===== config.mk =====
export PLATFORM = sky130hd
export DESIGN_NAME = lfp_pow_cell
export DESIGN_NICKNAME = d
export VERILOG_FILES = /design/src/hw/rtl/lfp_pkg.sv /design/src/hw/rtl/lfp_pow_cell.sv
export SDC_FILE = /design/constraint.sdc
export NUM_CORES = 2
export LEC_CHECK = 0
export ABC_CLOCK_PERIOD_IN_PS = 1140
export BUFFER_PORTS_ARGS = -buffer_cell sky130_fd_sc_hd__buf_2
export CAP_MARGIN = 20
export CORE_MARGIN = 3
export CORE_UTILIZATION = 36
export CTS_BUF_LIST = sky130_fd_sc_hd__clkbuf_16
export DETAILED_ROUTE_END_ITERATION = 16
export SLEW_MARGIN = 15
export SYNTH_ARGS = -nofsm -noshare
export SYNTH_HDL_FRONTEND = slang
export SYNTH_SLANG_ARGS = --single-unit

===== constraint.sdc =====
create_clock -name clk -period 1.14 [get_ports clk]
set_clock_uncertainty 0.1 [all_clocks]
set_input_delay 0.057 -clock clk [delete_from_list [all_inputs] [get_ports clk]]
set_output_delay 0.057 -clock clk [all_outputs]
set_load 0.005 [all_outputs]

===== src/hw/rtl/lfp_pkg.sv =====
// ============================================================================
// lfp_pkg: shared types and constants of the Lambert forward projection
// Holds the fixed-point formats, the CORDIC arc table, the 2^(2^-k) table
// and the word types that travel along the chains of cells.
// ============================================================================
`timescale 1ns / 1ps
`default_nettype none

package lfp_pkg;

    localparam int CORDIC_STAGES = 32;
    localparam int FRAC_BITS     = 16;
    localparam int LOG_FRAC      = 26;

    // CORDIC datapath width: magnitudes stay below 2^31 in both rotators.
    localparam int CW    = 34;
    localparam int STG_W = $clog2(CORDIC_STAGES);
    localparam int PK_W  = $clog2(LOG_FRAC + 1);
    localparam int ARC_N = 32;

    localparam int CFG_IW = 3;
    localparam int CFG_DW = 41;

    localparam logic signed [CW-1:0] GAIN_INV = CW'(652032874);

    typedef enum logic [CFG_IW-1:0] {
        REG_CONE   = 3'd0,
        REG_ALPHA  = 3'd1,
        REG_OFFX   = 3'd2,
        REG_OFFY   = 3'd3,
        REG_CENTER = 3'd4
    } cfg_reg_t;

    typedef logic [31:0] arc_tab_t [0:ARC_N-1];
    localparam arc_tab_t ARC_TAB = '{
        32'h20000000, 32'h12E4051E, 32'h09FB385B, 32'h051111D4, 32'h028B0D43,
        32'h0145D7E1, 32'h00A2F61E, 32'h00517C55, 32'h0028BE53, 32'h00145F2F,
        32'h000A2F98, 32'h000517CC, 32'h00028BE6, 32'h000145F3, 32'h0000A2FA,
        32'h0000517D, 32'h000028BE, 32'h0000145F, 32'h00000A30, 32'h00000518,
        32'h0000028C, 32'h00000146, 32'h000000A3, 32'h00000051, 32'h00000029,
        32'h00000014, 32'h0000000A, 32'h00000005, 32'h00000003, 32'h00000001,
        32'h00000001, 32'h00000000
    };

    function automatic logic signed [CW-1:0] cordic_arc(input int idx);
        logic signed [CW-1:0] a;
        a = '0;
        if (idx < ARC_N) begin
            a = CW'(ARC_TAB[idx]);
        end
        return a;
    endfunction

    // Integer square root, one result bit per step.
    function automatic logic [63:0] isqrt64(input logic [63:0] v);
        logic [63:0] rem;
        logic [63:0] res;
        logic [63:0] bit_v;
        rem   = v;
        res   = '0;
        bit_v = 64'h4000_0000_0000_0000;
        for (int i = 0; i < 32; i++) begin
            if (rem >= res + bit_v) begin
                rem = rem - (res + bit_v);
                res = (res >> 1) + bit_v;
            end else begin
                res = res >> 1;
            end
            bit_v = bit_v >> 2;
        end
        return res;
    endfunction

    typedef logic [31:0] pow_tab_t [0:LOG_FRAC];

    // Entry k holds 2^(2^-k) in Q30, each obtained as the square root of the last.
    function automatic pow_tab_t build_pow_tab();
        pow_tab_t    tab;
        logic [63:0] t;
        t      = 64'd1 << 31;
        tab[0] = t[31:0];
        for (int k = 1; k <= LOG_FRAC; k++) begin
            t      = isqrt64(t << 30);
            tab[k] = t[31:0];
        end
        return tab;
    endfunction

    localparam pow_tab_t POW_TAB = build_pow_tab();

    function automatic logic [31:0] pow_entry(input int k);
        return POW_TAB[k];
    endfunction

    typedef struct packed {
        logic flip;
        logic zero;
        logic inf;
        logic norm;
    } side_t;

    typedef struct packed {
        logic                 valid;
        side_t                side;
        logic signed [CW-1:0] tx;
        logic signed [CW-1:0] ty;
        logic signed [CW-1:0] tz;
        logic signed [CW-1:0] ux;
        logic signed [CW-1:0] uy;
        logic signed [CW-1:0] uz;
    } cord_t;

    typedef struct packed {
        logic                 valid;
        side_t                side;
        logic signed [CW-1:0] cosv;
        logic signed [CW-1:0] sinv;
        logic [31:0]          sx;
        logic [31:0]          cx;
        logic [LOG_FRAC-1:0]  sfr;
        logic [LOG_FRAC-1:0]  cfr;
        logic [4:0]           sm;
        logic [4:0]           cm;
    } log_t;

    typedef struct packed {
        logic                 valid;
        side_t                side;
        logic signed [CW-1:0] cosv;
        logic signed [CW-1:0] sinv;
        logic [31:0]          mant;
        logic signed [7:0]    ei;
        logic [LOG_FRAC-1:0]  f;
    } pow_t;

endpackage

`default_nettype wire


===== src/hw/rtl/lfp_pow_cell.sv =====
// ============================================================================
// lfp_pow_cell: one fraction bit of the power 2^f
// Multiplies the mantissa by 2^(2^-k) when the leading fraction bit is set.
// ============================================================================
`timescale 1ns / 1ps
`default_nettype none

module lfp_pow_cell (
    input  wire logic                     clk,
    input  wire logic                     rst_n,
    input  wire logic                     adv,
    input  wire logic [lfp_pkg::PK_W-1:0] k,
    input  wire lfp_pkg::pow_t            din,
    output lfp_pkg::pow_t                 dout
);
    import lfp_pkg::*;

    pow_t        dout_reg;
    pow_t        dout_next;
    logic [63:0] mprod;

    always_comb begin
        mprod     = 64'(din.mant) * 64'(pow_entry(int'(k))) + (64'd1 << 29);
        dout_next = din;
        dout_next.mant = din.f[LOG_FRAC-1] ? mprod[61:30] : din.mant;
        dout_next.f    = din.f << 1;
    end

    always_ff @(posedge clk or negedge rst_n)
    begin
        if (!rst_n)
        begin
            dout_reg <= '0;
        end
        else if (adv)
        begin
            dout_reg <= dout_next;
        end
    end

    assign dout = dout_reg;

endmodule

`default_nettype wire


==> flow_summary_export.csv <==
group,metric,value,unit
worst_setup_path,end_kind,"flip-flop",
sta,final.setup.worst_slack,-6.87,ns
floorplanning,die_w,335,microns
worst_setup_path,cpMostUsedCell,"fa_1",
sta,fin_crit_sh,7.03,
detailed_routing,drcViolationCount,0,
worst_setup_path,cp_num_buf_inv,11,
sta,fmax,125,MHz
run,max_cap_violations,0,
synthesis,syn_nets,5417,
grt,antenna_found_initial,12,
place,dpl.cell_count,6085,
synthesis,ys.warnings.count,0,
detailed_routing,first_pass_iters,5,
synthesis,synth_top_area_share,0.445,
sta,period_needed,8.01,ns
worst_setup_path,slowest_stage,"fa_1",
worst_setup_path,crit_required,1.34,ns
sta,max_slew_margin,0.516,
sta,slew_viol_final,0,
detailed_routing,wl_per_cell,21.8,microns
sta,hold_viol,18,
sta,tightestPinTransition,0.719,ns
grt,grt_most_used_layer,"met2",
floorplanning,coreArea,106000,sq um
worst_setup_path,crit_family,"adder cells",
clocking,cts_buffer_depth,2,
worst_setup_path,r2r_slack,0.04,ns
detailed_routing,vias,31500,
grt,grt_usage,0.250,
clocking,h-tree-depth,4,
synthesis,syn_avg_cell_area,9.50,sq um
grt,grt_max_degree,38,
finish,largest_reg_flops,138,
synthesis,synth_common_cells,"887 x inv_1, 864 x fa_1, 459 x and2_1",
sta,rsz0062_at_grt,"yes",
detailed_routing,routed_wl,138,mm
place,globalplace.congestion,0.954,
place,dp_hpwl,112,mm
floorplanning,rows,119,
synthesis,yosysMostFrequentCell,"inv_1",
worst_setup_path,slowest_delay,0.56,ns
worst_setup_path,cp.arrival,8.20,ns
detailed_routing,drt_iter0_drc,1748,
floorplanning,die_h,335,microns
hold_path,hold_path_class,"input pin to async pin",
synthesis,syn_area,38900,sq um
place,port_buffers,284,
synthesis,ys_seq_area_frac,0.0888,
outcome,violations,"hold timing, setup timing",
worst_setup_path,ff2ff_path_depth,3,
clocking,clk_pin_slew,0.07,ns
sta,whs,-0.0121,ns
sta,setup_viol,54,
synthesis,yosysUniqueCellTypes,72,
worst_setup_path,crit_fanout,5,
clocking,numClockSinks,138,
synthesis,async_reset_ff_frac,1.00,
outcome,status,"finished, violations left",
worst_setup_path,cp.depth,35,
synthesis,ys_ff_latch,138,
grt,use_met2,0.422,
grt,use_met1,0.321,
floorplanning,dieArea,112000,sq um
clocking,cts_made_buffers,17,
clocking,clock-root-buffer,"clkbuf_16",
synthesis,ys_top_cells_by_area,"fa_1 44%, ha_1 10%, dfrtp_1 8.9%",
detailed_routing,drtAntennaViolNets,0,
worst_setup_path,reg2reg_from,"dout[129]",
grt,grt_pass1_vias,35300,
worst_setup_path,crit_type,"input pin to flip-flop",
finish,drive_gt1_frac,0.270,
synthesis,yosys_most_used_dff,"dfrtp_1",
synthesis,synth_edf_count,0,
worst_setup_path,cp-start-kind,"input pin",
clocking,cts_tree,"built",
grt,grt-ovfl-total,0,
floorplanning,start_util,0.366,
synthesis,synthCells,4093,
floorplanning,io_pins,286,
worst_setup_path,crit_start,"k[0]",
detailed_routing,vias_per_cell,4.99,
finish,final_cells,6313,
grt,use_met3,0.0466,
finish,fin_nets,6229,
grt,grt_pass1_wl,213,mm
synthesis,synth_top_cell_by_area,"fa_1",
clocking,clock_latency,0.44,ns
finish,area_delta_synth_final,29.5,%
-- repair_timing --
action | CTS | global route
buffers inserted | 33 | 53
cloned | 5 | 4
hold buffers | 107 | 1
setup endpoints to repair | 74 | 111
gates resized for setup | 145 | 177
hold endpoints to repair | 249 | 4
pin swaps | 57 | 86
-- through the flow --
stage / hold slack [ns] / setup slack [ns] / instance area, sq um / setup TNS [ns] / util
after floorplan: -0.339 / -6.47 / 39300 / -199.86 / -
after global placement: -0.137 / -7.64 / 46400 / -236.67 / 0.437
after detailed placement: -0.134 / -7.64 / 46400 / -238.24 / 0.437
after CTS: -0.111 / -6.78 / 49100 / -213.01 / 0.462
after global routing: 0.00443 / -7.06 / 50300 / -222.11 / 0.474
final: -0.0121 / -6.87 / 50300 / -214.44 / 0.474
-- per-layer routing --
layer	wire length, microns	vias up
li1	-	13800
met1	54800	16200
met2	65700	1182
met3	10600	262
met4	6410	8
met5	51	-
-- cell type report --
| class | instances | area [sq um] |
|---|---|---|
| Antenna cell | 4 | 10.0 |
| Clock buffer | 17 | 425 |
| Clock inverter | 15 | 136 |
| Fill cell | 9861 | 55800 |
| Inverter | 891 | 3350 |
| Multi-Input combinational cell | 2824 | 32600 |
| Sequential cell | 138 | 3450 |
| Tap cell | 1391 | 1740 |
| Timing Repair Buffer | 1033 | 8570 |
-- placed cells by master, fill, tap and decap left out, types with 13 or more instances in the layout --
| master | count |
|---|---|
| nor2_1 | 60 |
| buf_6 | 51 |
| fa_1 | 830 |
| a21oi_1 | 41 |
| nand4_1 | 18 |
| o21ai_0 | 26 |
| buf_2 | 259 |
| a21oi_4 | 14 |
| nor4_1 | 14 |
| nand2b_1 | 17 |
| dlygate4sd3_1 | 108 |
| and2_1 | 447 |
| inv_2 | 20 |
| ha_1 | 292 |
| buf_4 | 538 |
| a21oi_2 | 21 |
| mux2_2 | 108 |
| clkbuf_16 | 21 |
| fa_2 | 34 |
| and3_1 | 70 |
| mux2i_1 | 21 |
| nand3_1 | 17 |
| nor2b_1 | 120 |
| nand2_1 | 366 |
| nor3_1 | 15 |
| xnor2_1 | 14 |
| buf_12 | 62 |
| ha_4 | 18 |
| dfrtp_1 | 137 |
| and2_4 | 13 |
| inv_1 | 867 |
| a21o_1 | 25 |
-- cells by family after synthesis --
family / count (synthesis) / synth area share
compound gates: 241 / 0.0409
xor+xnor: 31 / 0.00698
fa+ha+maj: 1177 / 0.546
buf+inv: 1131 / 0.110
flops: 138 / 0.0888
mux: 132 / 0.0375
other cells: 1 / 0.0000965
simple gates: 1242 / 0.170
-- path summary, 6_finish.rpt --
| check | end |
|---|---|
| min in group clk | dout[47] |
| min reg2reg | dout[71] |
| max in group asynchronous | dout[81] |
| max | dout[49] |
| max reg2reg | dout[129] |
| min | dout[29] |
Power is left out: the tool's default activity adds up to more than one toggle a clock period on the data nets, which glitch-free logic cannot reach.
