[config.mk]
export PLATFORM = sky130hd
export DESIGN_NAME = lfp_log_cell
export DESIGN_NICKNAME = d
export VERILOG_FILES = /design/src/hw/rtl/lfp_pkg.sv /design/src/hw/rtl/lfp_log_cell.sv
export SDC_FILE = /design/constraint.sdc
export NUM_CORES = 2
export LEC_CHECK = 0
export ABC_AREA = 1
export BUFFER_PORTS_ARGS = -buffer_cell sky130_fd_sc_hd__buf_2
export CELL_PAD_IN_SITES_DETAIL_PLACEMENT = 1
export CELL_PAD_IN_SITES_GLOBAL_PLACEMENT = 1
export CORE_MARGIN = 4
export CORE_UTILIZATION = 53
export CTS_CLUSTER_SIZE = 25
export DETAILED_ROUTE_END_ITERATION = 7
export PLACE_DENSITY_LB_ADDON = 0.3
export REMOVE_ABC_BUFFERS = 1
export SLEW_MARGIN = 20
export SYNTH_ARGS = -nofsm -noshare
export SYNTH_HDL_FRONTEND = slang
export SYNTH_SLANG_ARGS = --single-unit
[constraint.sdc]
create_clock -name clk -period 1.51 [get_ports clk]
set_clock_uncertainty 0.2 [all_clocks]
set_input_delay 0.151 -clock clk [delete_from_list [all_inputs] [get_ports clk]]
set_output_delay 0.151 -clock clk [all_outputs]
set_load 0.01 [all_outputs]
[src/hw/rtl/lfp_pkg.sv]
// ============================================================================
// lfp_pkg: shared types and constants of the Lambert forward projection
// Holds the fixed-point formats, the CORDIC arc table, the 2^(2^-k) table
// and the word types that travel along the chains of cells.
// ============================================================================
`timescale 1ns / 1ps
`default_nettype none

package lfp_pkg;

    localparam int CORDIC_STAGES = 32;
    localparam int FRAC_BITS     = 16;
    localparam int LOG_FRAC      = 26;

    // CORDIC datapath width: magnitudes stay below 2^31 in both rotators.
    localparam int CW    = 34;
    localparam int STG_W = $clog2(CORDIC_STAGES);
    localparam int PK_W  = $clog2(LOG_FRAC + 1);
    localparam int ARC_N = 32;

    localparam int CFG_IW = 3;
    localparam int CFG_DW = 41;

    localparam logic signed [CW-1:0] GAIN_INV = CW'(652032874);

    typedef enum logic [CFG_IW-1:0] {
        REG_CONE   = 3'd0,
        REG_ALPHA  = 3'd1,
        REG_OFFX   = 3'd2,
        REG_OFFY   = 3'd3,
        REG_CENTER = 3'd4
    } cfg_reg_t;

    typedef logic [31:0] arc_tab_t [0:ARC_N-1];
    localparam arc_tab_t ARC_TAB = '{
        32'h20000000, 32'h12E4051E, 32'h09FB385B, 32'h051111D4, 32'h028B0D43,
        32'h0145D7E1, 32'h00A2F61E, 32'h00517C55, 32'h0028BE53, 32'h00145F2F,
        32'h000A2F98, 32'h000517CC, 32'h00028BE6, 32'h000145F3, 32'h0000A2FA,
        32'h0000517D, 32'h000028BE, 32'h0000145F, 32'h00000A30, 32'h00000518,
        32'h0000028C, 32'h00000146, 32'h000000A3, 32'h00000051, 32'h00000029,
        32'h00000014, 32'h0000000A, 32'h00000005, 32'h00000003, 32'h00000001,
        32'h00000001, 32'h00000000
    };

    function automatic logic signed [CW-1:0] cordic_arc(input int idx);
        logic signed [CW-1:0] a;
        a = '0;
        if (idx < ARC_N) begin
            a = CW'(ARC_TAB[idx]);
        end
        return a;
    endfunction

    // Integer square root, one result bit per step.
    function automatic logic [63:0] isqrt64(input logic [63:0] v);
        logic [63:0] rem;
        logic [63:0] res;
        logic [63:0] bit_v;
        rem   = v;
        res   = '0;
        bit_v = 64'h4000_0000_0000_0000;
        for (int i = 0; i < 32; i++) begin
            if (rem >= res + bit_v) begin
                rem = rem - (res + bit_v);
                res = (res >> 1) + bit_v;
            end else begin
                res = res >> 1;
            end
            bit_v = bit_v >> 2;
        end
        return res;
    endfunction

    typedef logic [31:0] pow_tab_t [0:LOG_FRAC];

    // Entry k holds 2^(2^-k) in Q30, each obtained as the square root of the last.
    function automatic pow_tab_t build_pow_tab();
        pow_tab_t    tab;
        logic [63:0] t;
        t      = 64'd1 << 31;
        tab[0] = t[31:0];
        for (int k = 1; k <= LOG_FRAC; k++) begin
            t      = isqrt64(t << 30);
            tab[k] = t[31:0];
        end
        return tab;
    endfunction

    localparam pow_tab_t POW_TAB = build_pow_tab();

    function automatic logic [31:0] pow_entry(input int k);
        return POW_TAB[k];
    endfunction

    typedef struct packed {
        logic flip;
        logic zero;
        logic inf;
        logic norm;
    } side_t;

    typedef struct packed {
        logic                 valid;
        side_t                side;
        logic signed [CW-1:0] tx;
        logic signed [CW-1:0] ty;
        logic signed [CW-1:0] tz;
        logic signed [CW-1:0] ux;
        logic signed [CW-1:0] uy;
        logic signed [CW-1:0] uz;
    } cord_t;

    typedef struct packed {
        logic                 valid;
        side_t                side;
        logic signed [CW-1:0] cosv;
        logic signed [CW-1:0] sinv;
        logic [31:0]          sx;
        logic [31:0]          cx;
        logic [LOG_FRAC-1:0]  sfr;
        logic [LOG_FRAC-1:0]  cfr;
        logic [4:0]           sm;
        logic [4:0]           cm;
    } log_t;

    typedef struct packed {
        logic                 valid;
        side_t                side;
        logic signed [CW-1:0] cosv;
        logic signed [CW-1:0] sinv;
        logic [31:0]          mant;
        logic signed [7:0]    ei;
        logic [LOG_FRAC-1:0]  f;
    } pow_t;

endpackage

`default_nettype wire

[src/hw/rtl/lfp_log_cell.sv]
// ============================================================================
// lfp_log_cell: one binary digit of log2 for both tangent operands
// Squares the normalized mantissa and shifts out one fraction bit.
// ============================================================================
`timescale 1ns / 1ps
`default_nettype none

module lfp_log_cell (
    input  wire logic          clk,
    input  wire logic          rst_n,
    input  wire logic          adv,
    input  wire lfp_pkg::log_t din,
    output lfp_pkg::log_t      dout
);
    import lfp_pkg::*;

    log_t        dout_reg;
    log_t        dout_next;
    logic [63:0] sprod;
    logic [63:0] cprod;
    logic [31:0] ssq;
    logic [31:0] csq;

    always_comb begin
        sprod     = 64'(din.sx) * 64'(din.sx);
        cprod     = 64'(din.cx) * 64'(din.cx);
        ssq       = sprod[61:30];
        csq       = cprod[61:30];
        dout_next = din;
        dout_next.sx  = ssq[31] ? {1'b0, ssq[31:1]} : ssq;
        dout_next.cx  = csq[31] ? {1'b0, csq[31:1]} : csq;
        dout_next.sfr = {din.sfr[LOG_FRAC-2:0], ssq[31]};
        dout_next.cfr = {din.cfr[LOG_FRAC-2:0], csq[31]};
    end

    always_ff @(posedge clk or negedge rst_n)
    begin
        if (!rst_n)
        begin
            dout_reg <= '0;
        end
        else if (adv)
        begin
            dout_reg <= dout_next;
        end
    end

    assign dout = dout_reg;

endmodule

`default_nettype wire

==> qor.txt, run 1 <==
Port Buf Inserts - 396
first error - [ERROR DPL-0033] detailed placement checks failed during check placement.
fraction of the yosys area taken by sequential cells - 7.06%
number of enable-type register cells in the synthesized netlist - 0
mean cell area of the mapped netlist - 7.88 sq um
cell type with the largest total area after synthesis - fa_1
post-synthesis cell type count - 37
netlist area before placement - 0.0698 sq mm
# placed instances - 12020
H-tree levels - 4
maximum buffer depth of the clock tree - 2
clock buffers created by TritonCTS - 17
share of the synthesized area in the top cell type - 45.5%
clock root buffer master - clkbuf_16
dpl hpwl - 266 mm
post-synthesis sequential element count - 197
PostCTS Resize Cnt - 947
final weighted congestion of routability-driven global placement - 0.937
Main synth FF type - dfrtp_1
number of warnings issued by yosys - 0
I/O Pins - 401
number of clock sinks - 197
initial core utilization - 53.7%
Post-Synthesis Cells - 8862
post-CTS setup buffer count - 79
leading post-synthesis cells by cell area - fa_1, inv_1, nand2_1, ha_1, dfrtp_1
number of hold-repair buffers added at the cts stage - 157
Die Width - 371 um
die height - 371 um
async set-reset flop share out of synthesis - 100%
Std-Cell Rows - 132
run status - aborted with a tool error
step where the flow halted - clock tree synthesis (4_1_cts)
[synth_stat cells (4+ instances only)]
master and count:
buf_6 8, a21o_1 8, nand4_1 33, buf_1 34, a21oi_1 111, nand2_1 2559, and2_1 5, xor2_1 60
nor2_1 228, nor4_1 6, a21oi_2 10, or2_2 9, clkbuf_1 214, o21ai_0 27, fa_1 1586, o21bai_1 47
nor3_2 4, inv_2 8, nand3b_1 15, a31o_2 12, ha_1 564, inv_1 2819, xnor2_1 30, nand2_2 11
nor3_1 18, nand3_1 215, nor2_2 8, dfrtp_1 197
[metrics by stage]
stage	hold slack, ps	setup TNS (ps)	setup slack (ps)	area [sq um]
2_1_floorplan	-345	-400710	-4880	68800
3_3_place_gp	-152	-367920	-5850	83100
3_5_place_dp	-152	-402870	-6390	83100
[logic make-up after synthesis]
| logic type | after synthesis | share of synthesized area, % |
|---|---|---|
| AND/OR/NAND/NOR | 3119 | 17.7 |
| buffers and inverters | 3087 | 16.7 |
| adder cells (fa/ha/maj) | 2150 | 55.6 |
| AO/OA/AOI/OAI | 218 | 1.88 |
| flip-flops | 197 | 7.06 |
| XOR/XNOR | 90 | 1.13 |
| other | 1 | 0.00537 |
==> run 2: changes to the inputs <==
CELL_PAD_IN_SITES_DETAIL_PLACEMENT = not set   (was 1)
CELL_PAD_IN_SITES_GLOBAL_PLACEMENT = not set   (was 1)
CORE_UTILIZATION = 40   (was 53)
CTS_CLUSTER_SIZE = not set   (was 25)
PLACE_DENSITY_LB_ADDON = 0.15   (was 0.3)
==> qor.txt, run 2 <==
run status - finished, violations left (was aborted with a tool error)
violations in the final reports - negative setup slack
most frequent cells after synthesis - inv_1, nand2_1, fa_1 (unchanged)
min setup slack post-route - -5040 ps
most common cell after layout, fill and taps aside - inv_1
ratio of routed vias to standard cells - 4.57
Remaining Overflow, GRT - 0
most frequent cells in the layout - inv_1, nand2_1, fa_1
cell type with the largest total area after synthesis - fa_1 (unchanged)
share of the synthesized area in the top cell type - 45.5% (unchanged)
leading post-synthesis cells by cell area - fa_1, inv_1, nand2_1, ha_1, dfrtp_1 (unchanged)
Most common cell on crit path - fa_1
final non-filler cell area - 0.0922 sq mm
dpl ws - -6040 ps (was -6390 ps)
most frequent cell after synthesis - inv_1 (unchanged)
final weighted congestion of routability-driven global placement - 0.944 (was 0.937)
drt drc - 0
reg2reg end - dout[166]$_DFFE_PN0P_
pin count of the biggest net entering global routing - 119
final-report max-slew violation count - 0
Largest register FFs - 197
setup slack, reg-to-reg - 140 ps
maximum capacitance violations - 0
initial core utilization - 40.2% (was 53.7%)
count of final setup violators - 75
Port Buf Inserts - 396 (unchanged)
Critical Path Slowest Stage Cell - fa_2
Post-Synthesis Cells - 8862 (unchanged)
hold slack - 34.1 ps
initial antenna violation count - 6
dpl hpwl - 183 mm (was 266 mm)
post-synthesis cell type count - 37 (unchanged)
initial detailed-routing violation count - 3244
maximum achievable frequency - 0.153 GHz
multi-input logic area - 0.0568 sq mm
CP Data Required Time - 1730 ps
maximum buffer depth of the clock tree - 2 (unchanged)
clock-pin transition on the worst setup and hold timing paths - 90 ps
CP peak stage delay - 600 ps
die height - 426 um (was 371 um)
number of clock sinks - 197 (unchanged)
1st-pass router iterations - 6
core occupancy in the finished layout - 53.1%
Worst Path Max Fanout - 9
first-pass GRT wire length - 345 mm
post-synthesis sequential element count - 197 (unchanged)
netlist area before placement - 0.0698 sq mm (unchanged)
Layout fillers - 16603
combined global-route utilization of all metal layers - 24.2%
number of nets at the end of the flow - 12941
core box area - 0.174 sq mm
Main synth FF type - dfrtp_1 (unchanged)
Sequential Area - 0.00494 sq mm
TritonCTS clock tree - built
Antenna Violating Nets Remaining - 0
Slew headroom - 56.7%
number of endpoints with negative hold slack in the final report - 0
clock network latency to the later pin of the worst-skew pair - 510 ps
Period Utilization, post-route - 434%
WL/cell - 16.8 um
actual transition at the worst max-transition pin - 650 ps
crit path DAT - 6770 ps
time the worst path needs with I/O delays and setup - 6550 ps
clock buffers created by TritonCTS - 17 (unchanged)
Die Width - 426 um (was 371 um)
ratio of cells with drive above 1 in the final layout - 25.0%
fraction of the yosys area taken by sequential cells - 7.06% (unchanged)
placed instance area - 0.0843 sq mm (was 0.0831 sq mm)
category of the worst setup path launch point - primary input
worst reg2reg startpoint - dout[166]$_DFFE_PN0P_
number of enable-type register cells in the synthesized netlist - 0 (unchanged)
Std-Cell Rows - 153 (was 132)
Hold Path Origin - adv
r2r worst-path depth - 3
async set-reset flop share out of synthesis - 100% (unchanged)
I/O Pins - 401 (unchanged)
worst hold path type - in -> reg
clock root buffer master - clkbuf_16 (unchanged)
endpoint kind of the worst setup timing path - flop
unrepaired setup endpoints after global routing - yes
kind of critical path - in -> reg
number of vias in the routed layout - 59139
die area - 0.181 sq mm
Area growth, synth to finish - 32.0%
H-tree levels - 4 (unchanged)
wirelength, routed - 217 mm
mean cell area of the mapped netlist - 7.88 sq um (unchanged)
vias in the first global route - 63383
number of warnings issued by yosys - 0 (unchanged)
critical path startpoint - din[80]
termination of the worst setup path - dout[91]$_DFFE_PN0P_
run 2: cell counts after synthesis:
No cell type changed its count.
run 2: worst min path at each step:
| stage | endpoint | slack [ps] | depth (start not counted) |
|---|---|---|---|
| after detailed placement | dout[171]$_DFFE_PN0P_ | -100 | 1 |
| after global placement | dout[171]$_DFFE_PN0P_ | -100 | 1 |
| final | dout[85]$_DFFE_PN0P_ | 30 | 5 |
| after floorplan | dout[0]$_DFFE_PN0P_ | -340 | 0 |
| after global routing | dout[85]$_DFFE_PN0P_ | 30 | 5 |
| after CTS | dout[147]$_DFFE_PN0P_ | 2 | 4 |
run 2: cell type report:
cell class	instances	area share, %
diodes	2	0.00543
clock buffers	18	0.476
clock inverters	14	0.194
well taps	2325	3.15
inverters	2827	11.5
flip-flops and latches	197	5.36
repair buffers	1960	17.7
multi-input cells	5586	61.6
run 2: per-stage QoR:
step | TNS, ps | instances
after floorplan | -400710 | 8603
after global placement | -374950 | 12633
after detailed placement | -377680 | 12633
after CTS | -313580 | 12863
after global routing | -330510 | 12929
final | -318790 | 12929
run 2: kinds of logic after synthesis:
kind of cell    count (synthesis)  share of synthesized area [%]
simple gates                 3119                           17.7
buf+inv                      3087                           16.7
fa+ha+maj                    2150                           55.6
compound gates                218                           1.88
flops                         197                           7.06
xor+xnor                       90                           1.13
other cells                     1                        0.00537
run 2: critical path: cells and delay by family:
family	cells	cell delay [ps]
buf+inv	10	1090
compound gates	2	400
simple gates	11	980
fa+ha+maj	9	4090
run 2: timing repair:
action                                  CTS  global route
gates cloned                             10            14
pin swaps                                74           330
endpoints found under the hold margin   359             9
endpoints found under the setup margin   93           150
gates resized for setup                 407           766
setup buffers                            19            50
hold buffers                            169             1
run 2: per-layer routing:
layer,GRT usage (%),share of wire (%),up-vias
met5,0,0,-
met1,34.2,45,29371
met2,40.8,48,1317
met3,2.18,4.8,191
li1,-,-,28260
met4,4.65,2.1,0
Power of run 2 is left out: the tool's default activity adds up to more than one toggle a clock period on the data nets, which glitch-free logic cannot reach.
